`config.mk`:
```
export PLATFORM = sky130hd
export DESIGN_NAME = command_rate_limiter_watchdog_top
export DESIGN_NICKNAME = d
export VERILOG_FILES = /design/src/hdl/crlw_pkg.sv /design/src/hdl/crlw_cfg_regs.sv /design/src/hdl/crlw_in_reg.sv /design/src/hdl/crlw_core.sv /design/src/hdl/crlw_out_reg.sv /design/src/hdl/command_rate_limiter_watchdog_top.sv
export SDC_FILE = /design/constraint.sdc
export NUM_CORES = 1
export LEC_CHECK = 0
export BUFFER_PORTS_ARGS = -buffer_cell sky130_fd_sc_hd__buf_2
export CAP_MARGIN = 20
export CORE_MARGIN = 1.5
export CORE_UTILIZATION = 59
export DETAILED_ROUTE_END_ITERATION = 7
export PLACE_DENSITY = 0.85
export RECOVER_POWER = 100
export SETUP_SLACK_MARGIN = 0.5
export SLEW_MARGIN = 20
export SYNTH_ARGS = -nofsm -noshare
export SYNTH_HDL_FRONTEND = slang
export SYNTH_HIERARCHICAL = 1
export SYNTH_SLANG_ARGS = --single-unit
```
`constraint.sdc`:
```
create_clock -name i_clk -period 6.4 [get_ports i_clk]
set_input_delay 0.32 -clock i_clk [delete_from_list [all_inputs] [get_ports i_clk]]
set_output_delay 0.32 -clock i_clk [all_outputs]
set_load 0.005 [all_outputs]
```
`src/hdl/crlw_pkg.sv`:
```
// Shared types, constants and helper function of the command rate limiter watchdog.
package crlw_pkg;

    // Field widths fixed by the interface.
    localparam int LEVEL_W   = 13;
    localparam int ID_W      = 32;
    localparam int CFG_W     = 24;
    localparam int CFG_IDX_W = 2;

    // Default width of the elapsed tick counter.
    localparam int TIMER_BITS_DEF = 24;

    // Millivolt levels.
    localparam logic [LEVEL_W-1:0] FULL_SCALE_MV = 13'd5000;
    localparam logic [LEVEL_W-1:0] STOP_LEVEL_MV = 13'd2500;

    // Register reset values.
    localparam logic [CFG_W-1:0] LONG_TIMEOUT_RST  = 24'd5000;
    localparam logic [CFG_W-1:0] SHORT_TIMEOUT_RST = 24'd1100;

    // Configuration register indexes.
    localparam logic [CFG_IDX_W-1:0] CFG_LONG_TIMEOUT  = 2'd0;
    localparam logic [CFG_IDX_W-1:0] CFG_SHORT_TIMEOUT = 2'd1;

    // Input operation codes.
    localparam logic OP_TICK   = 1'b0;
    localparam logic OP_PACKET = 1'b1;

    // Kind of output sent to the actuator.
    typedef enum logic [1:0] {
        KIND_STOP      = 2'd0,
        KIND_IMMEDIATE = 2'd1,
        KIND_FLUSH     = 2'd2
    } t_send_kind;

    // One input item.
    typedef struct packed {
        logic               operation;
        logic [ID_W-1:0]    packet_id;
        logic [LEVEL_W-1:0] lever_one_mv;
        logic [LEVEL_W-1:0] lever_two_mv;
    } t_item;

    // One result item.
    typedef struct packed {
        t_send_kind         send_kind;
        logic [LEVEL_W-1:0] level_a_mv;
        logic [LEVEL_W-1:0] level_b_mv;
        logic [LEVEL_W-1:0] level_c_mv;
        logic [LEVEL_W-1:0] level_d_mv;
    } t_result;

    // Limit a lever level to full scale.
    function automatic logic [LEVEL_W-1:0] clamp_level(input logic [LEVEL_W-1:0] v);
        return (v > FULL_SCALE_MV) ? FULL_SCALE_MV : v;
    endfunction

endpackage

```
`src/hdl/crlw_cfg_regs.sv`:
```
// Timeout configuration registers written through the configuration channel.
module crlw_cfg_regs (
    input  logic                           i_clk,
    input  logic                           i_rst_n,
    input  logic                           i_cfg_valid,
    output logic                           o_cfg_ready,
    input  logic [crlw_pkg::CFG_IDX_W-1:0] i_cfg_index,
    input  logic [crlw_pkg::CFG_W-1:0]     i_cfg_data,
    output logic [crlw_pkg::CFG_W-1:0]     o_long_ticks,
    output logic [crlw_pkg::CFG_W-1:0]     o_short_ticks
);
    import crlw_pkg::*;

    logic [CFG_W-1:0] r_long_ticks;
    logic [CFG_W-1:0] r_short_ticks;

    // Writes are always taken; an unknown index is ignored.
    assign o_cfg_ready = 1'b1;

    always_ff @(posedge i_clk) begin
        if (!i_rst_n) begin
            r_long_ticks  <= LONG_TIMEOUT_RST;
            r_short_ticks <= SHORT_TIMEOUT_RST;
        end else if (i_cfg_valid) begin
            unique case (i_cfg_index)
                CFG_LONG_TIMEOUT:  r_long_ticks  <= i_cfg_data;
                CFG_SHORT_TIMEOUT: r_short_ticks <= i_cfg_data;
                default: ;
            endcase
        end
    end

    assign o_long_ticks  = r_long_ticks;
    assign o_short_ticks = r_short_ticks;

endmodule

```
`src/hdl/crlw_in_reg.sv`:
```
// Input register that holds one accepted item until the core takes it.
module crlw_in_reg (
    input  logic            i_clk,
    input  logic            i_rst_n,
    input  logic            i_valid,
    output logic            o_ready,
    input  crlw_pkg::t_item i_item,
    output logic            o_valid,
    output crlw_pkg::t_item o_item,
    input  logic            i_consume
);
    import crlw_pkg::*;

    logic  r_valid;
    t_item r_item;
    logic  accept;

    // The slot frees up in the same cycle the core takes its item.
    assign o_ready = !r_valid || i_consume;
    assign accept  = i_valid && o_ready;

    always_ff @(posedge i_clk) begin
        if (!i_rst_n) begin
            r_valid <= 1'b0;
        end else if (accept) begin
            r_valid <= 1'b1;
        end else if (i_consume) begin
            r_valid <= 1'b0;
        end
    end

    // Payload needs no reset.
    always_ff @(posedge i_clk) begin
        if (accept) begin
            r_item <= i_item;
        end
    end

    assign o_valid = r_valid;
    assign o_item  = r_item;

endmodule

```
`src/hdl/crlw_core.sv`:
```
// Rate limiter state and the send decision for one item per cycle while the output has room.
module crlw_core #(
    parameter int TIMER_BITS = crlw_pkg::TIMER_BITS_DEF
) (
    input  logic                       i_clk,
    input  logic                       i_rst_n,
    input  logic                       i_item_valid,
    input  crlw_pkg::t_item            i_item,
    input  logic                       i_out_free,
    input  logic [crlw_pkg::CFG_W-1:0] i_long_ticks,
    input  logic [crlw_pkg::CFG_W-1:0] i_short_ticks,
    output logic                       o_advance,
    output logic                       o_res_valid,
    output crlw_pkg::t_result          o_res
);
    import crlw_pkg::*;

    localparam int CMP_W = (TIMER_BITS > CFG_W) ? TIMER_BITS : CFG_W;

    logic [TIMER_BITS-1:0] r_elapsed, n_elapsed, tick_elapsed;
    logic                  r_buffer_full, n_buffer_full;
    logic [LEVEL_W-1:0]    r_held_one, r_held_two;
    logic [ID_W-1:0]       r_newest_id, n_newest_id;
    logic                  r_newest_id_valid, n_newest_id_valid;
    logic                  load_held;

    logic [LEVEL_W-1:0]    lever_one, lever_two;
    logic [CMP_W-1:0]      elapsed_cmp, tick_cmp, long_cmp, short_cmp;
    logic                  id_newer;
    logic                  advance;
    logic                  res_valid;
    t_result               res;

    assign advance = i_item_valid && i_out_free;

    // Clamped levers, saturating tick count and widened compare operands.
    always_comb begin
        lever_one    = clamp_level(i_item.lever_one_mv);
        lever_two    = clamp_level(i_item.lever_two_mv);
        tick_elapsed = (&r_elapsed) ? r_elapsed : r_elapsed + 1'b1;
        elapsed_cmp  = CMP_W'(r_elapsed);
        tick_cmp     = CMP_W'(tick_elapsed);
        long_cmp     = CMP_W'(i_long_ticks);
        short_cmp    = CMP_W'(i_short_ticks);
        id_newer     = !r_newest_id_valid || (i_item.packet_id > r_newest_id);
    end

    // Send decision and next state.
    always_comb begin
        n_elapsed         = r_elapsed;
        n_buffer_full     = r_buffer_full;
        n_newest_id       = r_newest_id;
        n_newest_id_valid = r_newest_id_valid;
        load_held         = 1'b0;
        res_valid         = 1'b0;
        res.send_kind     = KIND_STOP;
        res.level_a_mv    = STOP_LEVEL_MV;
        res.level_b_mv    = STOP_LEVEL_MV;
        res.level_c_mv    = STOP_LEVEL_MV;
        res.level_d_mv    = STOP_LEVEL_MV;

        if (i_item.operation == OP_TICK) begin
            n_elapsed = tick_elapsed;
            if (r_buffer_full) begin
                // Flush the buffered command once the short interval is reached.
                if (tick_cmp >= short_cmp) begin
                    res_valid      = 1'b1;
                    res.send_kind  = KIND_FLUSH;
                    res.level_a_mv = r_held_one;
                    res.level_b_mv = FULL_SCALE_MV - r_held_one;
                    res.level_c_mv = r_held_two;
                    res.level_d_mv = FULL_SCALE_MV - r_held_two;
                    n_buffer_full  = 1'b0;
                    n_elapsed      = '0;
                end
            end else if (tick_cmp >= long_cmp) begin
                // Watchdog: stop output after the long interval of silence.
                res_valid = 1'b1;
                n_elapsed = '0;
            end
        end else begin
            if (!r_buffer_full && (elapsed_cmp > short_cmp)) begin
                // Send the command right away.
                res_valid         = 1'b1;
                res.send_kind     = KIND_IMMEDIATE;
                res.level_a_mv    = lever_one;
                res.level_b_mv    = FULL_SCALE_MV - lever_one;
                res.level_c_mv    = lever_two;
                res.level_d_mv    = FULL_SCALE_MV - lever_two;
                n_elapsed         = '0;
                n_newest_id       = i_item.packet_id;
                n_newest_id_valid = 1'b1;
            end else if (id_newer) begin
                // Newest command wins the buffer; older ones are dropped.
                load_held         = 1'b1;
                n_buffer_full     = 1'b1;
                n_newest_id       = i_item.packet_id;
                n_newest_id_valid = 1'b1;
            end
        end
    end

    always_ff @(posedge i_clk) begin
        if (!i_rst_n) begin
            r_elapsed         <= '0;
            r_buffer_full     <= 1'b0;
            r_newest_id       <= '0;
            r_newest_id_valid <= 1'b0;
        end else if (advance) begin
            r_elapsed         <= n_elapsed;
            r_buffer_full     <= n_buffer_full;
            r_newest_id       <= n_newest_id;
            r_newest_id_valid <= n_newest_id_valid;
        end
    end

    // Buffered levers are read only while the buffer is full.
    always_ff @(posedge i_clk) begin
        if (advance && load_held) begin
            r_held_one <= lever_one;
            r_held_two <= lever_two;
        end
    end

    assign o_advance   = advance;
    assign o_res_valid = res_valid;
    assign o_res       = res;

`ifndef SYNTHESIS
    // Every send restarts the interval timer.
    a_send_clears_timer: assert property (@(posedge i_clk) disable iff (!i_rst_n)
        advance && res_valid |=> r_elapsed == '0)
        else $error("timer not cleared after a send");

    // A flush only comes out of a full buffer and leaves it empty.
    a_flush_needs_full: assert property (@(posedge i_clk) disable iff (!i_rst_n)
        advance && res_valid && res.send_kind == KIND_FLUSH |-> r_buffer_full)
        else $error("flush from an empty buffer");

    a_flush_empties: assert property (@(posedge i_clk) disable iff (!i_rst_n)
        advance && res_valid && res.send_kind == KIND_FLUSH |=> !r_buffer_full)
        else $error("buffer still full after a flush");

    // A buffered command always has an accepted ID behind it.
    a_full_has_id: assert property (@(posedge i_clk) disable iff (!i_rst_n)
        r_buffer_full |-> r_newest_id_valid)
        else $error("buffer full without a valid ID");
`endif

endmodule

```
`src/hdl/crlw_out_reg.sv`:
```
// Result register that holds one result item until the consumer takes it.
module crlw_out_reg (
    input  logic              i_clk,
    input  logic              i_rst_n,
    input  logic              i_load,
    input  crlw_pkg::t_result i_res,
    output logic              o_free,
    output logic              o_valid,
    input  logic              i_ready,
    output crlw_pkg::t_result o_res
);
    import crlw_pkg::*;

    logic    r_valid;
    t_result r_res;

    // Room for a new result when empty or being drained this cycle.
    assign o_free = !r_valid || i_ready;

    always_ff @(posedge i_clk) begin
        if (!i_rst_n) begin
            r_valid <= 1'b0;
        end else if (i_load) begin
            r_valid <= 1'b1;
        end else if (i_ready) begin
            r_valid <= 1'b0;
        end
    end

    always_ff @(posedge i_clk) begin
        if (i_load) begin
            r_res <= i_res;
        end
    end

    assign o_valid = r_valid;
    assign o_res   = r_res;

endmodule

```
`src/hdl/command_rate_limiter_watchdog_top.sv`:
```
// Top level of the command rate limiter with stop watchdog.
// Flow: input register holds the item, core decides, output register holds the result.
// Throughput: one item per cycle while the output has room; one state pass per item.
// Items that cause no result still pass through the core.
// A stalled output register holds the core and then the input register.
// Synchronous active-low reset empties both registers, clears the timer, buffer and ID.
module command_rate_limiter_watchdog_top #(
    parameter int TIMER_BITS = crlw_pkg::TIMER_BITS_DEF
) (
    input  logic                           i_clk,
    input  logic                           i_rst_n,
    // Configuration write channel.
    input  logic                           i_cfg_valid,
    output logic                           o_cfg_ready,
    input  logic [crlw_pkg::CFG_IDX_W-1:0] i_cfg_index,
    input  logic [crlw_pkg::CFG_W-1:0]     i_cfg_data,
    // Input item channel.
    input  logic                           i_in_valid,
    output logic                           o_in_ready,
    input  logic                           i_operation,
    input  logic [crlw_pkg::ID_W-1:0]      i_packet_id,
    input  logic [crlw_pkg::LEVEL_W-1:0]   i_lever_one_mv,
    input  logic [crlw_pkg::LEVEL_W-1:0]   i_lever_two_mv,
    // Result item channel.
    output logic                           o_out_valid,
    input  logic                           i_out_ready,
    output logic [1:0]                     o_send_kind,
    output logic [crlw_pkg::LEVEL_W-1:0]   o_level_a_mv,
    output logic [crlw_pkg::LEVEL_W-1:0]   o_level_b_mv,
    output logic [crlw_pkg::LEVEL_W-1:0]   o_level_c_mv,
    output logic [crlw_pkg::LEVEL_W-1:0]   o_level_d_mv
);
    import crlw_pkg::*;

    logic             [CFG_W-1:0] long_ticks, short_ticks;
    t_item            in_item, held_item;
    logic             held_valid;
    logic             advance;
    logic             out_free;
    logic             res_valid;
    t_result          res, out_res;

    assign in_item.operation    = i_operation;
    assign in_item.packet_id    = i_packet_id;
    assign in_item.lever_one_mv = i_lever_one_mv;
    assign in_item.lever_two_mv = i_lever_two_mv;

    crlw_cfg_regs u_cfg (
        .i_clk         (i_clk),
        .i_rst_n       (i_rst_n),
        .i_cfg_valid   (i_cfg_valid),
        .o_cfg_ready   (o_cfg_ready),
        .i_cfg_index   (i_cfg_index),
        .i_cfg_data    (i_cfg_data),
        .o_long_ticks  (long_ticks),
        .o_short_ticks (short_ticks)
    );

    crlw_in_reg u_in (
        .i_clk     (i_clk),
        .i_rst_n   (i_rst_n),
        .i_valid   (i_in_valid),
        .o_ready   (o_in_ready),
        .i_item    (in_item),
        .o_valid   (held_valid),
        .o_item    (held_item),
        .i_consume (advance)
    );

    crlw_core #(
        .TIMER_BITS (TIMER_BITS)
    ) u_core (
        .i_clk         (i_clk),
        .i_rst_n       (i_rst_n),
        .i_item_valid  (held_valid),
        .i_item        (held_item),
        .i_out_free    (out_free),
        .i_long_ticks  (long_ticks),
        .i_short_ticks (short_ticks),
        .o_advance     (advance),
        .o_res_valid   (res_valid),
        .o_res         (res)
    );

    crlw_out_reg u_out (
        .i_clk   (i_clk),
        .i_rst_n (i_rst_n),
        .i_load  (advance && res_valid),
        .i_res   (res),
        .o_free  (out_free),
        .o_valid (o_out_valid),
        .i_ready (i_out_ready),
        .o_res   (out_res)
    );

    assign o_send_kind  = out_res.send_kind;
    assign o_level_a_mv = out_res.level_a_mv;
    assign o_level_b_mv = out_res.level_b_mv;
    assign o_level_c_mv = out_res.level_c_mv;
    assign o_level_d_mv = out_res.level_d_mv;

endmodule
```
**Word-level counts from Yosys, hierarchy flattened**

Cells that the tools add are included.

- Output and inout bits: 57
- Logic and storage cells: 88
- Register bits: 247
- Input bits: 90

- Reductions and logical operators: 22
- Order comparisons: 6
- Equality and inequality tests: 4
- Add/sub/neg operators: 5
- Multiplexer cells: 32

Operators with widths:

| cell | count |
|---|---|
| 54-bit two-way mux | 3 |
| 24-bit two-way mux | 6 |
| 32-bit two-way mux | 2 |
| 53-bit two-way mux | 1 |
| 13-bit subtractor (first input constant) | 4 |
| 24-bit >= comparator | 2 |
| 32-bit > comparator | 1 |
| 13-bit > comparator (second input constant) | 2 |
| 13-bit two-way mux | 2 |
| 24-bit by 1-bit adder with 24-bit output (second input constant) | 1 |
| 24-bit > comparator | 1 |
| 24-bit AND reduction | 1 |
| 1-bit two-way mux | 18 |
| 2-bit AND reduction | 3 |
| 3-bit AND reduction | 2 |
| 2-bit nonzero test | 3 |
| 1-bit logical AND | 5 |
| 1-bit zero test | 4 |
| 2-bit by 1-bit != test with 1-bit output (second input constant) | 2 |
| 1-bit logical OR | 3 |
| 2-bit by 1-bit equality test with 1-bit output (second input constant) | 1 |
| 2-bit zero test | 1 |
| 2-bit != test (second input constant) | 1 |

**Logic depth before layout (Yosys ltp)**

Gate-level depths: netlist of run 1.

- Depth in word-level cells: 8
- Gate-level depth with buffers: 20
- Depth with buffers taken out: 16

**Modules after synthesis**

Netlist of run 1, hierarchy kept.

By module, submodules not included:

| module | seq. area each (µm²) | instances | area an instance (µm²) | cells an instance |
|---|---|---|---|---|
| crlw_core | 1941.9 | 1 | 7759.9 | 963 |
| crlw_cfg_regs | 960.9 | 1 | 1965.6 | 195 |
| crlw_in_reg | 1791.7 | 1 | 1829.3 | 64 |
| crlw_out_reg | 1641.6 | 1 | 1670.4 | 58 |
| command_rate_limiter_watchdog_top | 0.0 | 1 | 6.3 | 1 |

**Worst setup path after synthesis of run 1**

No wires, ideal clock.

- Path kind: register -> register
- From: register u_core.r_elapsed[4], in the netlist u_core/elapsed_cmp[4]
- To: register u_out.r_res, in the netlist u_out/o_res[0] (enable)
- Stages on the path, launching flop included: 19
- Period minus slack after synthesis: 5140 ps
- Library setup time: 418 ps
- Buffers on the path: 4
- Data required time: 5982 ps
- Slack: 1260 ps
- Arrival time: 4722 ps
- Cells stage by stage: dfxtp_1 buf_2 nand4_1 nor4_2 a31oi_1 clkbuf_1 nand4_1 nor2_1 or2_2 ha_1 nand4_1 nor4_1 nand3_1 a21oi_1 o31ai_1 buf_2 buf_2 o21ai_0 and2_1

- Cells in the longest elaborated chain, start to end: 7
- Elaborated cells on any way between the ends: 13
- Those cells by class: add/sub: 1; order compare: 3; mux: 6; reduce/logical: 3

RTL lines:

| what | line | source |
|---|---|---|
| start: declaration | crlw_core.sv:20 | `logic [TIMER_BITS-1:0] r_elapsed, n_elapsed, tick_elapsed;` |
| start signal: assignment | crlw_core.sv:110 | `r_elapsed <= n_elapsed;` |
| 24-bit by 1-bit adder with 24-bit output / 24-bit AND reduction (equally long branches) | crlw_core.sv:40 | `tick_elapsed = (&r_elapsed) ? r_elapsed : r_elapsed + 1'b1;` |
| 24-bit two-way mux | crlw_core.sv:40 |  |
| 24-bit >= comparator, on equally long branches | crlw_core.sv:76, crlw_core.sv:66 |  |
| 1-bit two-way mux, on equally long branches | crlw_core.sv:76, crlw_core.sv:66 |  |
| 1-bit two-way mux | crlw_core.sv:64 | `if (r_buffer_full) begin` |
| 1-bit two-way mux (*) | crlw_core.sv:62 | `if (i_item.operation == OP_TICK) begin` |
| via res_valid | command_rate_limiter_watchdog_top.sv:40 | `logic res_valid;` |
| 1-bit logical AND (*) | command_rate_limiter_watchdog_top.sv:88 | `.i_load (advance && res_valid),` |
| end signal: assignment | crlw_out_reg.sv:32 | `r_res <= i_res;` |
| end: declaration | crlw_out_reg.sv:15 | `t_result r_res;` |

Mark *: on every way through the listed nets, which the timed path passes. The rest lies on a longest branch.
A chain may end at the register's enable or synchronous reset.

==> impl_results.md, run 1 <==
* Hold crit path type: primary input to register
* Synth area leaders: edfxtp_1, dfxtp_1, ha_1, mux2i_1, nand2_1
* Core area at approximately 22000 sq um
* Worst skew pair latency at around 0.54 ns
* Post-DR vias/cell at 5.852
* Final period utilization at between 80% and 90%
* NumNets Final at 1671
* Port Buf Inserts at 145
* Total global-route track usage at about a quarter
* CTS Buf Count at 26
* RSZ-0062 raised after global routing: false
* Worst-path clk slew at 0.06 ns
* Ys async rst share at 0%
* Setup Buffers After CTS at 0
* Leakage power at between 6 and 7 nW
* Post-route antenna net violation count at 0
* Final instance area at 15530 sq um
* Placed inst area at roughly 14000 sq um
* Max Clk Rate at roughly 180 MHz
* Die H at 152.8 um
* Pre-antenna DRT Iters at 5
* Gr ovfl total at 0
* H-tree depth at 1
* PostCTS Resize Cnt at 0
* CTS Root Cell: clkbuf_16
* Final Slew Violations at around 280
* Initial antenna violation count at 0
* Post-CTS Hold Fix Bufs at 59
* Vias at just over 10000
* First-pass GRT wire length at between 50000 and 60000 um
* Rel. slew slack at -171.9%
* Min cycle time layout at between 5 and 6 ns
* Power Dens Cells at between 200 and 250 nW/um^2
* Post-synth cell types at 72
* Clk sink count at 247
* Max cap viols at 6
* Critical Path Sink Type: register
* Most frequent cell after synthesis: nand2_1
* Final Hold Viols at 0
* Die span in x at 152.8 um
* Total power at between 3 and 4 mW
* DR iter-0 viols at just under 800
* Diodes inserted at 0
* Yosys reg bits at roughly 250
* Most frequent cells after synthesis: nand2_1, edfxtp_1, inv_1
* I/O pins at around 150
* Synthesis Warnings at 6
* Placed Cells at around 1700
* Routability Congestion at between 0.9 and 1
* Hold_ws at 0.04151 ns
* Share of cells above drive strength 1 at a little under an eighth
* Status: complete, but fails checks
* Worst Setup Start Kind: register
* Synthesized area per cell at between 10 and 15 sq um
* CP Class: register to register
* Cell Area, Synth at ~13000 sq um
* Setup TNS Final at 0 ns
* Routed len/inst at about 18 um
* Post-synth EDFFs at between 100 and 150
* Hpwl dp at 21230 um
* Net Count, Synth at 1480
* Worst-path fanout max at 27
* CTS tree: built
* Setup WS post-layout at ~0.8 ns
* Top FF cell, synth: edfxtp_1
* Total length of routed wires at about 32000 um
* Drt drc at 0
* Post-Layout Cell Count at between 1500 and 2000
* Max clock buf depth at 3
* Crit path arrival time at 5.87 ns
* Worst-Margin Slew at roughly 4.1 ns
* Finished Core Util at between 70% and 80%
* Clock Skew at 0.01547 ns
* Peak supply drop at 0.1880 mV
* Pin count of the biggest net entering global routing at 86
* Final Setup Violations at 0
* Vias in the first global route at a little over 10000
* Initial Util at about 60%
* Area share of the largest cell type after synthesis at 31.55%
* Yosys top cell by area: edfxtp_1
* Register area share after synthesis at a little under half
* Failing checks: max-capacitance violations, max-slew violations
* Layout area overhead at 17.39%
* Synth Instances at approximately 1300
* Die area at ~23000 sq um
* Pre-CTS setup slack at around 1.2 ns
* Required @ worst endpoint at between 6 and 7 ns
* FP Rows at between 50 and 60
==> critical path, cell delays in order (launching register included) <==
cell and delay [ns]:
dfxtp_1 0.46, nand4_1 0.22, nor4_2 0.77, a31oi_1 0.59, and3_1 0.39, or2_2 0.31, ha_1 0.29, a2111oi_0 0.39
o21ai_0 0.16, a41oi_1 0.25, nor2_1 0.10, o211ai_1 0.20, buf_4 0.34, inv_1 0.47, a32o_1 0.37
==> routing by layer <==
metal  vias up  share of wire (%)  track usage [%]
li1       4965                  -                -
met1      4877                 43            35.96
met2       452                 47            44.57
met3        76                6.9            3.697
met4         0                3.0            9.020
met5         -                  0                0
==> worst paths after layout <==
| path | start | to | slack [ns] | cells after the start |
|---|---|---|---|---|
| max | u_core/elapsed_cmp[4] | u_out/o_res[18] | 0.81 | 14 |
| min | i_cfg_data[8] | u_cfg/o_short_ticks[8] | 0.04 | 3 |
| max reg2reg | u_core/elapsed_cmp[4] | u_out/o_res[18] | 0.81 | 14 |
| min reg2reg | u_cfg/o_long_ticks[4] | u_cfg/o_long_ticks[4] | 0.46 | 2 |
==> flip-flops by register name, indices dropped and copies added (netlist names), 13 cells and up <==
| name | flops |
|---|---|
| u_in/o_item | 59 |
| u_core/r_newest_id | 32 |
| u_core/r_held_one | 13 |
| u_core/elapsed_cmp | 24 |
| u_core/r_held_two | 13 |
| u_out/o_res | 54 |
| u_cfg/o_short_ticks | 24 |
| u_cfg/o_long_ticks | 24 |
==> layout by cell type, fill, tap and decap left out, drive strengths merged, types with 7 or more instances in the layout <==
cell,instances
nand2,175
edfxtp,139
inv,135
ha,109
dfxtp,108
buf,102
clkbuf,82
mux2i,74
dlygate4sd3,59
a21oi,53
o21ai,42
nor2,39
xnor2,30
nand4,26
o211ai,25
nand3,22
a22o,20
xor2,18
nor3,17
o22ai,16
or2,15
and2,13
a22oi,12
nor4,11
nand2b,11
nor2b,10
a21boi,10
clkinv,10
and3,9
a21o,8
bufinv,7
a211oi,7
==> cell families (layout without fill, tap and decap cells) <==
| family | after synthesis | after routing | synth area share [%] |
|---|---|---|---|
| XOR/XNOR | 48 | 48 | 3.177 |
| multiplexers | 75 | 75 | 5.683 |
| other | 1 | 1 | 0.02834 |
| AND/OR/NAND/NOR | 377 | 377 | 14.18 |
| buffers and inverters | 184 | 395 | 6.156 |
| adder cells (fa/ha/maj) | 109 | 109 | 10.31 |
| flip-flops | 247 | 247 | 47.89 |
| AO/OA/AOI/OAI | 240 | 240 | 12.58 |
==> cell type report <==
cell class	count	area (sq um)
Tap cell	280	350.3
Multi-Input combinational cell	850	6068
Inverter	135	506.7
Sequential cell	247	6336
Fill cell	1556	6359
Clock inverter	17	261.5
Timing Repair Buffer	212	1309
Clock buffer	31	700.7
==> where the power goes <==
| group | switching, mW | total (mW) | internal [mW] |
|---|---|---|---|
| clock | 0.633 | 1.69 | 1.06 |
| combinational | 0.209 | 0.365 | 0.156 |
| sequential | 0.0450 | 1.79 | 1.74 |
| total | 0.886 | 3.85 | 2.96 |
Power figures use the tool's default switching activity.
==> run 2, diff against run 1 <==
Settings changed: CAP_MARGIN 20 to 30, CORE_MARGIN 1.5 to not set.
==> run 2 against run 1 <==
Compared with the run above: the flow still finishes with violations (max-capacitance violations, max-slew violations); register-to-register slack gained 0.14 ns; non-clock buffer count rose by 3; worst setup slack better by 0.14 ns; via count increased by 0.53%; largest cell class unchanged.
==> impl_results.md, run 2 (same netlist as run 1, synthesis figures left out) <==
* Die H at about 150 um
* RSZ-0062 raised after global routing: false
* Most frequent cells in the layout: nand2_1, edfxtp_1, inv_1, ha_1, dfxtp_1
* Setup TNS Final at 0 ns
* Clock Skew at a little under 0.03 ns
* Gr ovfl total at 0
* Critical Path Sink Type: register
* Crit path buffers/inverters at 2
* Final Setup Violations at 0
* Setup Buffers After CTS at 0
* Vias in the first global route at slightly above 10000
* Post-DR vias/cell at just under 6
* Vias at about 10000
* Finished Core Util at around 70%
* Crit path cell chain: nand4_1 > nor4_1 > a31oi_1 > clkbuf_4 > and3_1 > and2_0 > or2_2 > ha_1 > o21ai_0 > a2111oi_0 > o31ai_2 > o21ai_0 > and2_2 > buf_4
* Final Hold Viols at 0
* Commonest non-fill, non-tap cell in the layout: nand2_1
* Rel. slew slack at -179.9%
* Max Clk Rate at 183.5 MHz
* Worst-Margin Slew at between 4 and 5 ns
* FP Rows at 54
* First-pass GRT wire length at 50140 um
* Pin count of the biggest net entering global routing at ~80
* Crit-path most repeated cell: o21ai_0
* CTS Root Cell: clkbuf_16
* Initial antenna violation count at 0
* Hold crit path type: primary input to register
* Die area at around 23000 sq um
* Routed len/inst at roughly 18 um
* Final Slew Violations at roughly 270
* Total length of routed wires at ~32000 um
* Clk sink count at around 250
* CTS tree: built
* Crit path arrival time at ~5.6 ns
* Max clock buf depth at 3
* Max cap viols at 5
* Slowest-stage cell, CP: nor4_1
* Max reg flops at ~60
* Power Dens Cells at between 200 and 250 nW/um^2
* Pre-antenna DRT Iters at 7
* Layout area overhead at 17.30%
* CTS Buf Count at 28
* Worst-path clk slew at approximately 0.060 ns
* DR iter-0 viols at roughly 860
* Share of cells above drive strength 1 at between 10 and 15%
* Top delay family on crit path: simple AND/OR/NAND/NOR gates
* Total global-route track usage at 27.74%
* Die span in x at approximately 150 um
* CP Class: register to register
* Initial Util at between 60% and 70%
* Final period utilization at 85.16%
* Required @ worst endpoint at 6.55 ns
* Hpwl dp at ~21000 um
* Post-route antenna net violation count at 0
* Fill cells at approximately 1600
* Worst skew pair latency at between 0.5 and 0.6 ns
* Core area at 21890 sq um
* R2R setup slack at around 0.95 ns
* Min cycle time layout at roughly 5.5 ns
* I/O pins at between 100 and 150
* Worst path max stage delay at 1.06 ns
* Diodes inserted at 0
* Worst-path fanout max at 55
* Peak supply drop at around 0.25 mV
* Drt drc at 0
* Worst Setup Start Kind: register
* H-tree depth at 1
* NumNets Final at between 1500 and 2000
* Hold_ws at just over 0.03 ns
* Status: complete, but fails checks
* Failing checks: max-capacitance violations, max-slew violations
* Port Buf Inserts at 145
* Routability Congestion at about 0.95
* Leakage power at a little over 6 nW
## run 2: changes by cell type in the layout (fill, tap and decap cells not counted), sizes merged
cell	before	now
bufinv	7	3
clkinvlp	0	1
buf	102	97
clkinv	10	9
clkbuf	82	97
## run 2: repair_timing
item                      4_1_cts  5_1_grt
gates resized for setup         0        0
hold endpoints to repair       59        0
hold buffers                   59        0
## run 2: final timing paths
path,end,from,depth (start not counted)
max reg2reg,u_out/o_res[26],u_core/elapsed_cmp[4],14
min reg2reg,u_cfg/o_long_ticks[23],u_cfg/o_long_ticks[23],2
max,u_out/o_res[26],u_core/elapsed_cmp[4],14
min,u_cfg/o_short_ticks[8],i_cfg_data[8],3
## run 2: layout make-up
class	count	area, sq um	area share [%]
tap	280	350.3	2.257
clock inverter	13	140.1	0.9029
sequential	247	6336	40.83
inverter	135	506.7	3.265
timing repair buffer	215	1315	8.473
multi-input combinational	850	6062	39.06
clock buffer	38	809.5	5.216
## run 2: layer usage
layer  part of all wire, %  track usage (%)  wire, um
met5                     0                0         0
met4                   3.1            10.35      1000
met3                   7.4            4.910      2395
met2                    47            45.86     15080
met1                    43            36.27     13710
## run 2: where the power goes
group          switching [mW]  internal (mW)  total (mW)
registers              0.0456           1.74        1.79
logic                   0.210          0.156       0.366
clock network           0.630           1.00        1.63
## run 2: tightest hold or removal path: stages
cell and delay (ns):
buf_2 0.10, nand2_1 0.05, mux2i_1 0.05
## run 2: stage by stage
step	cells	instance area [sq um]	worst slack, ns	total power, mW
after floorplan	1281	13230	1.260	2.037
after CTS	1775	15630	1.219	3.796
after detailed placement	1665	14090	1.238	2.141
after global placement	1665	14090	1.324	2.125
after global routing	1778	15520	0.5021	3.911
final	1778	15520	0.9498	3.784
